`config.mk`:
```
export PLATFORM = sky130hd
export DESIGN_NAME = ddu_mul
export DESIGN_NICKNAME = d
export VERILOG_FILES = /design/src/rtl/ddu_pkg.sv /design/src/rtl/ddu_mul.sv
export SDC_FILE = /design/constraint.sdc
export NUM_CORES = 2
export LEC_CHECK = 0
export BUFFER_PORTS_ARGS = -buffer_cell sky130_fd_sc_hd__clkbuf_2
export CAP_MARGIN = 0
export CELL_PAD_IN_SITES_DETAIL_PLACEMENT = 2
export CELL_PAD_IN_SITES_GLOBAL_PLACEMENT = 2
export CORE_ASPECT_RATIO = 0.6
export CORE_UTILIZATION = 41
export CTS_CLUSTER_SIZE = 10
export DETAILED_ROUTE_END_ITERATION = 16
export MAX_ROUTING_LAYER = met4
export PLACE_DENSITY_LB_ADDON = 0.1
export SYNTH_ARGS = -nofsm -noshare
export SYNTH_HDL_FRONTEND = slang
export SYNTH_SLANG_ARGS = --single-unit
```
`constraint.sdc`:
```
create_clock -name i_clk -period 12.6 [get_ports i_clk]
set_input_delay 1.89 -clock i_clk [delete_from_list [all_inputs] [get_ports i_clk]]
set_output_delay 1.89 -clock i_clk [all_outputs]
set_load 0.01 [all_outputs]
```
`src/rtl/ddu_pkg.sv`:
```
package ddu_pkg;

    // Widths of the data path and of the configuration index.
    localparam int unsigned WORD_W    = 64;
    localparam int unsigned HALF_W    = 32;
    localparam int unsigned CFG_IDX_W = 8;

    // Configuration register indexes.
    localparam logic [CFG_IDX_W-1:0] REG_PRIME_BASE  = 8'd0;
    localparam logic [CFG_IDX_W-1:0] REG_LIMIT_VALUE = 8'd1;

    // Reset values of the configuration registers.
    localparam logic [WORD_W-1:0] PRIME_BASE_RST  = 64'd2;
    localparam logic [WORD_W-1:0] LIMIT_VALUE_RST = 64'd1;

    // Result status codes.
    typedef enum logic [1:0] {
        ST_OK       = 2'd0,
        ST_INVALID  = 2'd1,
        ST_RANGE    = 2'd2,
        ST_OVERFLOW = 2'd3
    } t_status;

    // Sequencer states: table build after a configuration write, then rank lookup.
    typedef enum logic [3:0] {
        S_IDLE,
        S_B_INIT,
        S_B_DIV,
        S_B_DIVW,
        S_B_TOTW,
        S_B_PWRW,
        S_R_RD,
        S_R_DIV,
        S_R_DIVW,
        S_R_MULW,
        S_OUT
    } t_state;

endpackage

```
`src/rtl/ddu_mul.sv`:
```
module ddu_mul (
    input  logic                        i_clk,
    input  logic                        i_rst_n,
    input  logic                        i_start,
    input  logic [ddu_pkg::WORD_W-1:0]  i_a,
    input  logic [ddu_pkg::WORD_W-1:0]  i_b,
    output logic                        o_done,
    output logic [ddu_pkg::WORD_W-1:0]  o_prod,
    output logic                        o_ovf
);
    import ddu_pkg::*;

    localparam int unsigned PROD_W = 2 * WORD_W;

    logic              r_run;
    logic              r_done;
    logic [2:0]        r_step;
    logic [WORD_W-1:0] r_a;
    logic [WORD_W-1:0] r_b;
    logic [WORD_W-1:0] r_prod;
    logic [PROD_W-1:0] r_acc;
    logic [HALF_W-1:0] op_a;
    logic [HALF_W-1:0] op_b;
    logic [PROD_W-1:0] part;

    // Partial product order: lo*lo, lo*hi, hi*lo, hi*hi, one per cycle.
    always_comb begin
        case (r_step)
            3'd0: begin
                op_a = r_a[HALF_W-1:0];
                op_b = r_b[HALF_W-1:0];
            end
            3'd1: begin
                op_a = r_a[HALF_W-1:0];
                op_b = r_b[WORD_W-1:HALF_W];
            end
            3'd2: begin
                op_a = r_a[WORD_W-1:HALF_W];
                op_b = r_b[HALF_W-1:0];
            end
            default: begin
                op_a = r_a[WORD_W-1:HALF_W];
                op_b = r_b[WORD_W-1:HALF_W];
            end
        endcase
    end

    // Align the product registered in the previous step.
    always_comb begin
        case (r_step)
            3'd1:    part = {{WORD_W{1'b0}}, r_prod};
            3'd2:    part = {{HALF_W{1'b0}}, r_prod, {HALF_W{1'b0}}};
            3'd3:    part = {{HALF_W{1'b0}}, r_prod, {HALF_W{1'b0}}};
            3'd4:    part = {r_prod, {WORD_W{1'b0}}};
            default: part = '0;
        endcase
    end

    // Step control.
    always_ff @(posedge i_clk) begin
        if (!i_rst_n) begin
            r_run  <= 1'b0;
            r_done <= 1'b0;
            r_step <= '0;
        end else begin
            r_done <= 1'b0;
            if (i_start) begin
                r_run  <= 1'b1;
                r_step <= '0;
            end else if (r_run) begin
                r_step <= r_step + 1'b1;
                if (r_step == 3'd4) begin
                    r_run  <= 1'b0;
                    r_done <= 1'b1;
                end
            end
        end
    end

    // Product and accumulator.
    always_ff @(posedge i_clk) begin
        if (i_start) begin
            r_a   <= i_a;
            r_b   <= i_b;
            r_acc <= '0;
        end else if (r_run) begin
            r_prod <= WORD_W'(op_a) * WORD_W'(op_b);
            r_acc  <= r_acc + part;
        end
    end

    assign o_done = r_done;
    assign o_prod = r_acc[WORD_W-1:0];
    assign o_ovf  = |r_acc[PROD_W-1:WORD_W];

endmodule

```
After elaboration in Yosys (flattened, before gate mapping)
Cells that the tools add are included.
W data, S select, Z words.
Operators by class
  muxes and demuxes: 7
  bitwise gates (word level): 3
  reduce and logical (&&, ||, !) cells: 8
  add/sub/neg operators: 2
  equal/unequal tests: 4
  multiply operators: 1
Operator list (count)
  $pmux W128 S3: 1
  $add A128 B128 Y128: 1
  $mul A32 B32 Y64: 1
  $mux W32: 2
  $reduce_or A64 Y1: 1
  $reduce_or A2 Y1: 4
  $eq A3 B2 Y1 const B: 2
  $mux W1: 4
  $add A3 B1 Y3 const B: 1
  $eq A3 B1 Y1 const B: 1
  $eq A3 B3 Y1 const B: 1
  $logic_not A3 Y1: 1
  $not A1 Y1: 3
  $reduce_or A3 Y1: 1
  $reduce_and A2 Y1: 1
Word-level totals
  word-level logic and storage cells: 32
  register bits after elaboration: 325
  input bits: 131
  output and inout port bits: 66

Depth between registers and ports, before layout
  depth after elaboration: 4
  mapped depth: 37
  gate-level depth less buffers: 33

Least setup slack after synthesis
Ideal clock, no wire load.
  kind: register to register
  start point: register r_step[0]
  end point: register r_prod[62], data pin
  setup time: 271 ps
  path buffers: 3
  period minus slack after synthesis: 9354 ps
  path slack: 3246 ps
  required time: 12329 ps
  cell stages (with the launch flop): 31
  data arrival time: 9083 ps
  cell sequence: dfxtp_1 -> inv_1 -> ha_1 -> o21ai_1 -> clkbuf_1 -> mux2i_1 -> clkbuf_1 -> nor2_1 -> fa_1 -> fa_1 -> inv_1 -> fa_1 -> fa_1 -> fa_1 -> inv_1 -> fa_1 -> fa_1 -> fa_1 -> ha_1 -> clkbuf_1 -> and3_1 -> a211o_1 -> a21oi_1 -> nor2_1 -> a221oi_1 -> a21oi_1 -> a21oi_1 -> o31ai_1 -> and2_1 -> a2111oi_0 -> xnor2_1
On the way
  word-level cells in the longest chain between the ends: 4
  elaborated cells on any way between the ends: 8
  those cells by class: mul: 1; eq/ne: 2; mux: 2; reduce/logical: 3
RTL lines
  from (decl): line ddu_mul.sv:17  | logic [2:0] r_step;
  from (signal assigned): line ddu_mul.sv:71  | r_step <= r_step + 1'b1;
  $eq A3 B1 Y1 (tied with other cells): line ddu_mul.sv:28  | case (r_step)
  $reduce_or A2 Y1 (no line)
  $mux W32: line ddu_mul.sv:28
  $mul A32 B32 Y64 *: line ddu_mul.sv:87  | r_prod <= WORD_W'(op_a) * WORD_W'(op_b);
  to (signal assigned): line ddu_mul.sv:87
  to (decl): line ddu_mul.sv:20  | logic [WORD_W-1:0] r_prod;
Mark *: on every way between the ends. The rest lies on a longest branch, timed or not.
A chain may end at the register's enable or synchronous reset.

Worst setup path after layout
  start point: register r_step[2]
  end point: register r_prod[58], data pin
The elaborated chain is that of the path after synthesis.

==> flow_summary.toml <==
[run_status]
status = "complete, no violations"

[routing]
wl_um = 260000
via_per_inst = 6.13
dr.first_iter.drc_count = 5385
ant_nets = 0
drc_errors = 0
vias = 47710
dr.pass1.iters = 6
post_drt_wl_per_cell_um = 33.4

[synthesis]
yosys_warnings = 0
synth_common_cells = "inv_1 (929), fa_1 (897), nor2_1 (794), nand2_1 (685), ha_1 (395)"
synth_adder_area_share_pct = 42.6
ys_types = 79
synthArstFlopShare_pct = 0
avgSynthCellArea_sq_um = 8.89
yosysTopAreaCell = "fa_1"
netlist_instances = 6040
synthSimpleGateAreaFrac_pct = 14.7
synth_top_family_by_area = "adder cells"
ys_seq_area_share_pct = 15.7
synth_compound_gate_area_share_pct = 11.0
synth.most_common_cell = "inv_1"
yosys-top-cells-area = "fa_1 (33%), edfxtp_1 (11%), ha_1 (9.2%)"
synth_area_sq_mm = 0.0537
synth_xor_xnor_area_share_pct = 2.80
synth_edf_count = 192
synth_mux_area_share_pct = 3.43
netlist.area_leader.share_pct = 33.4
ys.flop_type = "edfxtp_1"
syn_nets = 7463
synth_seq_cells = 325

[worst_setup_path]
reg2reg_depth = 30
crit_path_max_fanout = 37
critPathLaunchType = "flip-flop"
cp.arrival_ns = 11.91
slowest_stage = "mux2i_2"
cpPeakStageDelay_ns = 1.08
rr_endpoint = "r_prod[58]$_DFFE_PP_"
cpMostUsedCell = "fa_1"
path_buf_inv = 7
rrSetupSlack_ns = 1.06
cp-startpoint = "r_step[2]$_SDFFE_PP0P_"
cp.required_ns = 12.97
reg2reg_from = "r_step[2]$_SDFFE_PP0P_"
critPathKind = "reg2reg"
crit_path_end_kind = "flip-flop"
cp_top_family = "adder cells"

[timing]
worst_clock_skew_ns = 0.0306
fin_setup_tns_ns = 0
setup_viol = 0
final-max-slew-violation-count = 0
relSlewSlack_pct = 10.0
whs_ns = 0.500
min_period_ns = 11.54
rsz0062_at_grt = "false"
fin_crit_sh_pct = 91.6
fmax_mhz = 86.7
timing_hold_violations_final = 0
worst_pin_slew_ns = 1.32
timing.final.ws_setup_ns = 1.06

[placement]
port_buffers = 196
dp_hpwl_um = 218000
place_congestion = 1.01
dp_worst_setup_slack_ns = 1.42

[global_route]
grt.total_usage_pct = 40.2
grt_max_degree = 78
antenna_found_initial = 42
grt_pass1_wl_um = 368000
globalRoute.totalOverflow = 0
first_global_vias = 50455

[finish]
areaGrowthSynthToFinish_pct = 7.53
nFillCells = 14118
nets = 7442
drive_gt1_share_pct = 8.88
final_core_util_pct = 44.6

[min_path]
min_to = "r_acc[49]$_SDFFE_PP0P_"
hp-class = "reg2reg"
whs_path_depth = 2
holdCritStartpoint = "r_acc[49]$_SDFFE_PP0P_"

[floorplan]
die_area_sq_mm = 0.133
die_w_um = 469
die_h_um = 282
design.core.area_sq_mm = 0.130
initial_core_util_pct = 41.5
rows = 102
io_pins = 197

[clock_tree]
cts-root-buf = "clkbuf_16"
cts_buffers = 43
htreeDepth = 2
clock-sinks = 325
clk_latency_ns = 0.64
post_cts_resize_count = 0
cts_tree = "built"
cts_setup_buffers = 0
clk_pin_slew_ns = 0.06
cts_max_path_buffers = 3
cts_hold_buffers = 0

[run]
maxCapViolations = 0
==> worst min-delay path, delay by kind of cell (launching register included) <==
family	cells	cell delay (ns)
flip-flops	1	0.33
AND/OR/NAND/NOR	1	0.06
AO/OA/AOI/OAI	1	0.06
==> area by class of cell <==
type | count | area (sq um) | share of cell area [%]
antenna | 23 | 57.6 | 0.0996
inverter | 930 | 3490 | 6.05
clock buffer | 61 | 1170 | 2.03
timing repair buffer | 317 | 1950 | 3.37
tap | 1716 | 2150 | 3.72
sequential | 325 | 8430 | 14.6
clock inverter | 13 | 123 | 0.212
multi-input combinational | 4402 | 40400 | 69.9
==> registers in the layout, summed over array words and instances, names as in the netlist <==
name and cells:
r_step 3, r_b 64, r_prod 64, o_done 1, r_acc 128, r_a 64
r_run 1
==> through the flow <==
step	instance area [sq um]	std cells
after floorplan	53700	6040
after global placement	56400	7690
after detailed placement	56400	7690
after CTS	57700	7764
after global routing	57700	7782
final	57800	7787
==> routing by layer <==
metal	track usage (%)	part of all wire, %	wire [um]	vias up
li1	-	-	-	19358
met1	59.1	46	120000	25421
met2	52.9	39	102000	2554
met3	12.3	12	32400	377
met4	8.98	2.4	6210	0
met5	-	0	0	-
==> placed cells by master, fill, tap and decap left out, drive strengths merged, types with 19 or more instances in the layout <==
cell type,n
nor2,794
nand4,99
fa,897
a21o,117
o21ai,186
a22o,68
ha,395
nand3,31
a21oi,270
o21a,36
o21bai,51
nand2,685
xor2,59
nor2b,19
and3,48
buf,121
nor4,26
xnor2,113
o31ai,23
clkbuf,257
edfxtp,192
mux2i,112
inv,930
diode,23
nor3,39
dfxtp,133
and2,56
mux2,64
a31oi,28
==> cell families (layout without fill, tap and decap cells) <==
logic type               after synthesis  after routing
AND/OR/NAND/NOR                     1858           1858
buffers and inverters               1313           1321
AO/OA/AOI/OAI                        904            904
flip-flops                           325            325
XOR/XNOR                             172            172
multiplexers                         176            176
adder cells (fa/ha/maj)             1292           1292
other                                  0             23
==> worst max path at each step <==
stage	slack, ns	end	depth (start not counted)
floorplan	3.25	r_prod[62]$_DFFE_PP_	30
global placement	1.76	r_prod[62]$_DFFE_PP_	31
detailed placement	1.42	r_prod[62]$_DFFE_PP_	30
CTS	1.40	r_prod[62]$_DFFE_PP_	30
global route	0.73	r_prod[58]$_DFFE_PP_	31
finish	1.06	r_prod[58]$_DFFE_PP_	30
Power is left out: the tool's default activity adds up to more than one toggle a clock period on the data nets, which glitch-free logic cannot reach.
