$ cat src/rtl/ddu_pkg.sv
package ddu_pkg;

    // Widths of the data path and of the configuration index.
    localparam int unsigned WORD_W    = 64;
    localparam int unsigned HALF_W    = 32;
    localparam int unsigned CFG_IDX_W = 8;

    // Configuration register indexes.
    localparam logic [CFG_IDX_W-1:0] REG_PRIME_BASE  = 8'd0;
    localparam logic [CFG_IDX_W-1:0] REG_LIMIT_VALUE = 8'd1;

    // Reset values of the configuration registers.
    localparam logic [WORD_W-1:0] PRIME_BASE_RST  = 64'd2;
    localparam logic [WORD_W-1:0] LIMIT_VALUE_RST = 64'd1;

    // Result status codes.
    typedef enum logic [1:0] {
        ST_OK       = 2'd0,
        ST_INVALID  = 2'd1,
        ST_RANGE    = 2'd2,
        ST_OVERFLOW = 2'd3
    } t_status;

    // Sequencer states: table build after a configuration write, then rank lookup.
    typedef enum logic [3:0] {
        S_IDLE,
        S_B_INIT,
        S_B_DIV,
        S_B_DIVW,
        S_B_TOTW,
        S_B_PWRW,
        S_R_RD,
        S_R_DIV,
        S_R_DIVW,
        S_R_MULW,
        S_OUT
    } t_state;

endpackage

$ cat src/rtl/ddu_div.sv
module ddu_div (
    input  logic                        i_clk,
    input  logic                        i_rst_n,
    input  logic                        i_start,
    input  logic [ddu_pkg::WORD_W-1:0]  i_dividend,
    input  logic [ddu_pkg::WORD_W-1:0]  i_divisor,
    output logic                        o_done,
    output logic [ddu_pkg::WORD_W-1:0]  o_quot,
    output logic [ddu_pkg::WORD_W-1:0]  o_rem
);
    import ddu_pkg::*;

    localparam int unsigned CNT_W = $clog2(WORD_W);

    logic              r_run;
    logic              r_done;
    logic [CNT_W-1:0]  r_cnt;
    logic [WORD_W-1:0] r_quo;
    logic [WORD_W-1:0] r_rem;
    logic [WORD_W-1:0] r_div;
    logic [WORD_W:0]   rem_sh;
    logic [WORD_W:0]   diff;
    logic              fits;

    // One quotient bit per cycle: shift in the next dividend bit and try a subtract.
    always_comb begin
        rem_sh = {r_rem, r_quo[WORD_W-1]};
        diff   = rem_sh - {1'b0, r_div};
        fits   = (rem_sh >= {1'b0, r_div});
    end

    // Control registers.
    always_ff @(posedge i_clk) begin
        if (!i_rst_n) begin
            r_run  <= 1'b0;
            r_done <= 1'b0;
            r_cnt  <= '0;
        end else begin
            r_done <= 1'b0;
            if (i_start) begin
                r_run <= 1'b1;
                r_cnt <= CNT_W'(WORD_W - 1);
            end else if (r_run) begin
                r_cnt <= r_cnt - 1'b1;
                if (r_cnt == '0) begin
                    r_run  <= 1'b0;
                    r_done <= 1'b1;
                end
            end
        end
    end

    // Quotient and remainder registers.
    always_ff @(posedge i_clk) begin
        if (i_start) begin
            r_quo <= i_dividend;
            r_rem <= '0;
            r_div <= i_divisor;
        end else if (r_run) begin
            r_quo <= {r_quo[WORD_W-2:0], fits};
            r_rem <= fits ? diff[WORD_W-1:0] : rem_sh[WORD_W-1:0];
        end
    end

    assign o_done = r_done;
    assign o_quot = r_quo;
    assign o_rem  = r_rem;

endmodule

$ cat config.mk
export PLATFORM = sky130hd
export DESIGN_NAME = ddu_div
export DESIGN_NICKNAME = d
export VERILOG_FILES = /design/src/rtl/ddu_pkg.sv /design/src/rtl/ddu_div.sv
export SDC_FILE = /design/constraint.sdc
export NUM_CORES = 1
export LEC_CHECK = 0
export ABC_CLOCK_PERIOD_IN_PS = 3400
export BUFFER_PORTS_ARGS = -buffer_cell sky130_fd_sc_hd__buf_4
export CORE_MARGIN = 10
export CORE_UTILIZATION = 55
export CTS_CLUSTER_DIAMETER = 200
export CTS_CLUSTER_SIZE = 10
export DETAILED_ROUTE_END_ITERATION = 6
export PLACE_DENSITY = 0.8
export SKIP_LAST_GASP = 1
export SLEW_MARGIN = 25
export SYNTH_ARGS = -nofsm -noshare
export SYNTH_HDL_FRONTEND = slang
export SYNTH_SLANG_ARGS = --single-unit
$ cat constraint.sdc
create_clock -name i_clk -period 3.4 [get_ports i_clk]
set_input_delay 0.17 -clock i_clk [delete_from_list [all_inputs] [get_ports i_clk]]
set_output_delay 0.17 -clock i_clk [all_outputs]
set_load 0.1 [all_outputs]
Yosys cells after proc, flatten, opt, wreduce, memory -nomap -nowiden

Cells that the tools add are included.

Register bits: 200
Output and inout bits: 129
Word-level logic and storage cells: 23
Bits of input ports: 131

Bitwise gates (word level): 2
Reductions and logical operators: 3
$lt $le $gt $ge: 1
Add/sub/neg operators: 2
Muxes and demuxes: 9

Operators with widths:

| operator              | count |
|---|---|
| $mux W64              | 3 |
| $ge A65 B64 Y1        | 1 |
| $sub A64 B64 Y64      | 1 |
| $mux W6               | 2 |
| $logic_not A6 Y1      | 1 |
| $sub A6 B1 Y6 const B | 1 |
| $mux W1               | 4 |
| $reduce_or A3 Y1      | 1 |
| $not A1 Y1            | 2 |
| $reduce_bool A2 Y1    | 1 |

Logic depth before layout (Yosys ltp)

Depth after elaboration: 4
Gate-level depth with buffers: 14
Gate-level depth less buffers: 12

Least setup slack after synthesis

OpenSTA, ideal clock, no wires.

Path kind: register -> register
From: reg r_rem[23], in the netlist o_rem[23]
To: reg r_quo[0], in the netlist o_quot[0], data pin
Clock period less this slack: 3.698 ns
Path buffers: 3
Data required time: 3.140 ns
Cell stages (with the launch flop): 13
Arrival time: 3.438 ns
Setup slack: -0.298 ns
Library setup time: 0.260 ns
Cells stage by stage: dfxtp_1 > ha_1 > clkbuf_1 > a21oi_1 > o221ai_1 > a2bb2oi_1 > o211ai_1 > nor2_2 > o21ai_4 > a31o_2 > buf_4 > buf_2 > mux2_2

Word-level cells in the longest chain between the ends: 3

RTL lines:

| item                     | line          | RTL |
|---|---|---|
| start: declaration       | ddu_div.sv:19 | `logic [WORD_W-1:0] r_rem;` |
| start signal: assignment | ddu_div.sv:61 | `r_rem <= fits ? diff[WORD_W-1:0] : rem_sh[WORD_W-1:0];` |
| $ge A65 B64 Y1           | ddu_div.sv:29 | `fits = (rem_sh >= {1'b0, r_div});` |
| $mux W64                 | ddu_div.sv:59 | `end else if (r_run) begin` |
| $mux W64                 | ddu_div.sv:55 | `if (i_start) begin` |
| end signal: assignment   | ddu_div.sv:56 | `r_quo <= i_dividend;` |
| end signal: assignment   | ddu_div.sv:60 | `r_quo <= {r_quo[WORD_W-2:0], fits};` |
| end: declaration         | ddu_div.sv:18 | `logic [WORD_W-1:0] r_quo;` |

No other way between the ends. The select of a mux whose other input is x is not followed.
A chain may end at the register's enable or synchronous reset.

Worst setup path after layout

From: reg r_div[59]
To: reg r_rem[33], in the netlist o_rem[33]

Word-level cells in the longest chain between the ends: 2

RTL lines:

| item                     | line          | RTL |
|---|---|---|
| start: declaration       | ddu_div.sv:20 | `logic [WORD_W-1:0] r_div;` |
| start signal: assignment | ddu_div.sv:58 | `r_div <= i_divisor;` |
| $ge A65 B64 Y1           | ddu_div.sv:29 |  |
| $mux W64                 | ddu_div.sv:61 |  |

No other way between the ends.

==> results.md <==
- The die covers 28500 um2.
- The largest buffer count on any clock path is 2.
- Clock tree synthesis selected as its root buffer the cell clkbuf_16.
- The cell area reported after detailed placement is 14600 um2.
- The count of TritonRoute iterations in the first routing pass is 7.
- The total detailed-routing wirelength is 38.2 mm.
- In the final routed layout, each cell accounts on average for 20.1 um.
- In this design, the critical path's most frequently occurring cell is nand2_1.
- Entering global routing, the biggest net connects 112 pins.
- The power density over cell area is 484 nW/um2.
- On the worst path, the slowest cell contributes a delay of 0.57 ns.
- The detail route stage leaves a number of antenna-violating nets equal to 0.
- The detailed router finished its first iteration with 1088 violations.
- The number of global-route vias before repair is 11100.
- The total count of max-transition violations in the final report is 0.
- The first global-routing pass estimated 59.9 mm of wire.
- The clock net in this run drives a total of 200 sinks.
- The minimum period implied by the final worst setup slack is 3.24 ns.
- The clock tree synthesis step divided the H-tree into 4 levels.
- The count of synthesis-stage warnings from yosys is 0.
- The initial antenna violation count is 0.
- The layout net count is 1802.
- The max-cap violation count is 0.
- The final weighted congestion in routability-driven placement is 0.925.
- The area overhead of the layout relative to synthesis is 31.0%.
- The count of flip-flops with a built-in enable after synthesis is 128.
- The synthesized net count is 1496.
- The boundary pin count is 260.
- For this run, design rule violations remaining after detail routing come to 0.
- After synthesis the netlist holds a flip-flop and latch count of 200.
- Across every metal layer, demand over resource in global routing totals 25.7%.
- Across all layers, the routed design uses 11200 vias.
- The share of synthesized area occupied by flip-flops and latches is 43.4%.
- Buffers inserted during clock tree synthesis total 17.
- TritonCTS built the clock tree.
- Setup violations remaining at the end of the flow were counted as 0.
- At the pin with the least slew margin, the transition time is 0.857 ns.
- The floorplan row count is 54.
- The count of buffers from port buffering is 259.
- The die outline height is 169 um.
- The slowest stage of the critical path belongs to the cell or4_1.
- Summing all non-filler instances in the final layout gives an area of 15900 um2.
- The repair_antennas step left the layout with diodes totalling 0.
- The area of the placeable core is 21800 um2.
- The routed via count divided by cell count is 5.90.
- The worst path arrival time is 3.59 ns.
- The total grt overflow is 0.
- STA classifies the critical path startpoint as a flip-flop.
- The share of layout cells above drive strength 1 is 28.4%.
- The flow ran to the end, and the final reports show no timing, DRC or antenna violations.
- Once the floorplan was initialized, standard cells occupied 55.8% of the core.
- The path type of the worst min-delay path is in2reg.
- The cell leakage power is 6.83 nW.
- Based on the critical path, the design can be clocked at up to 308 MHz.
- The most common flop cell mapped by yosys is edfxtp_1.
- In this run the tightest slew margin relative to its limit is 42.7%.
- The average instance in the mapped netlist occupies 9.38 um2.
- The fraction of the cycle the final worst path needs is 95.4%.
- At the later pin of the worst-skew pair, clock insertion delay measures 0.46 ns.
- The worst-case vdd ir drop is 0.351 mV.
- The die width is 169 um.
- The setup path with the least slack is of type reg2reg.
- The critical path goes through inv_1 > ha_1 > a21oi_1 > nand2_1 > a21o_1 > a211oi_1 > nor2_1 > or4_1 > a31oi_4 > buf_8 > nand2_1 > a311oi_1.
- The count of final hold-check violations is 0.
- The clock edge transition at the registers on the reported setup and hold paths is 0.09 ns.
- The largest driver fanout on the critical path is 22.
- The mapped netlist covers 12200 um2.
- STA classifies the critical path endpoint as a flip-flop.
- Data on the critical path is required at its endpoint by 3.74 ns.
- After synthesis, the share of flip-flops with an asynchronous set or reset is 0%.
- The number of unique standard cell types used by synthesis is 71.
- The HPWL reported at the end of detailed placement is 28.4 mm.
- In the synthesized netlist, the number of instances is 1298.
- Setup repair after global routing could not meet its margin everywhere.
- The completed layout was analyzed and its total power is 7.71 mW.
- Clock skew on the completed layout was measured at 0.0215 ns.
## stage by stage
| stage | hold WS (ns) | TNS (ns) | utilization (%) | std cells | worst slack (ns) |
|---|---|---|---|---|---|
| floorplan | 0.269 | -0.0279 | - | 1298 | -0.0103 |
| global placement | 0.349 | 0 | 66.7 | 1800 | 0.189 |
| detailed placement | 0.349 | 0 | 66.7 | 1800 | 0.0125 |
| CTS | 0.00100 | 0 | 72.5 | 1896 | 0.0122 |
| global route | 0.00902 | -0.0443 | 73.0 | 1897 | -0.0282 |
| finish | 0.00898 | 0 | 73.0 | 1897 | 0.155 |
## power by group
part	internal, mW	total, mW	switching, mW
sequential	2.82	2.97	0.148
clock	1.01	2.13	1.12
combinational	0.807	2.62	1.81
total	4.64	7.71	3.07
## cells in the final DEF (no fill, tap or decap), types with 13 or more instances in the layout
master | netlist | routed
ha_1 | 66 | 58
o21bai_1 | 13 | 13
nand3_1 | 23 | 22
nor3_1 | 14 | 13
dlygate4sd3_1 | 0 | 64
dfxtp_2 | 0 | 41
a21o_1 | 30 | 30
nand4_1 | 20 | 20
dfxtp_1 | 72 | 30
inv_1 | 90 | 89
o21ai_0 | 59 | 59
clkbuf_16 | 0 | 17
xnor2_1 | 26 | 26
mux2_2 | 65 | 65
buf_4 | 1 | 282
xor2_1 | 25 | 25
edfxtp_1 | 128 | 128
nand2_1 | 159 | 159
a21oi_1 | 87 | 85
a311oi_1 | 45 | 44
nor2_1 | 126 | 126
or3_1 | 13 | 13
## Yosys cell counts, types with 9 or more instances
| master | count | area [um2] |
|---|---|---|
| clkbuf_1 | 48 | 180 |
| nand3_1 | 23 | 115 |
| a311oi_1 | 45 | 394 |
| or3_1 | 13 | 81.3 |
| a21oi_1 | 87 | 435 |
| a21o_1 | 30 | 225 |
| nand2_1 | 159 | 597 |
| nand4_1 | 20 | 125 |
| mux2_2 | 65 | 732 |
| edfxtp_1 | 128 | 3840 |
| nor3_1 | 14 | 70.1 |
| buf_2 | 15 | 75.1 |
| o21bai_1 | 13 | 97.6 |
| xor2_1 | 25 | 219 |
| nor3b_1 | 9 | 67.6 |
| nor2_1 | 126 | 473 |
| inv_1 | 90 | 338 |
| dfxtp_1 | 72 | 1440 |
| o21ai_0 | 59 | 295 |
| o211ai_1 | 11 | 82.6 |
| ha_1 | 66 | 826 |
| o21a_1 | 9 | 67.6 |
| nand2b_1 | 10 | 62.6 |
| xnor2_1 | 26 | 228 |
## worst max-delay path: cells and delay by family, from the launching register on
kind	cells	cell delay [ns]
buf+inv	2	0.33
fa+ha+maj	1	0.28
compound gates	5	1.32
simple gates	4	0.83
flops	1	0.38
## routing by layer
| metal | up-vias | share of wire (%) | global-route usage, % |
|---|---|---|---|
| li1 | 5357 | - | - |
| met1 | 5319 | 41 | 31.6 |
| met2 | 470 | 49 | 43.6 |
| met3 | 46 | 8.7 | 7.13 |
| met4 | 0 | 1.8 | 6.28 |
| met5 | - | 0 | 0 |
## flip-flops by register name, summed over array words and instances, names as in the netlist
signal  count
o_done      1
o_quot     64
o_rem      64
r_cnt       6
r_div      64
r_run       1
## cell families after synthesis
kind of cell    synth area share [%]
simple gates                    15.9
compound gates                  18.4
flops                           43.4
buf+inv                         5.04
mux                             6.59
fa+ha+maj                       6.95
xor+xnor                        3.67
## path summary, 6_finish.rpt
check,start,endpoint,slack (ns),cells past startpoint
max,r_div[59],o_rem[33],0.16,12
min,i_dividend[56],o_quot[56],0.009,2
max reg2reg,r_div[59],o_rem[33],0.16,12
min reg2reg,o_rem[57],o_rem[57],0.49,2
## what timing repair did
item	CTS	global route
endpoints found under the hold margin	64	0
endpoints found under the setup margin	0	48
hold buffers	64	0
buffers inserted	0	1
gates resized for setup	0	21
## cell type report
class                   count  area (um2)
inverters                  91         342
clock buffers              17         425
repair buffers            353        2880
clock inverters            15         188
multi-input cells         941        6420
flip-flops and latches    200        5340
well taps                 280         350
fillers                  1622        5880
Note: power is estimated with default switching activity, not from simulation.
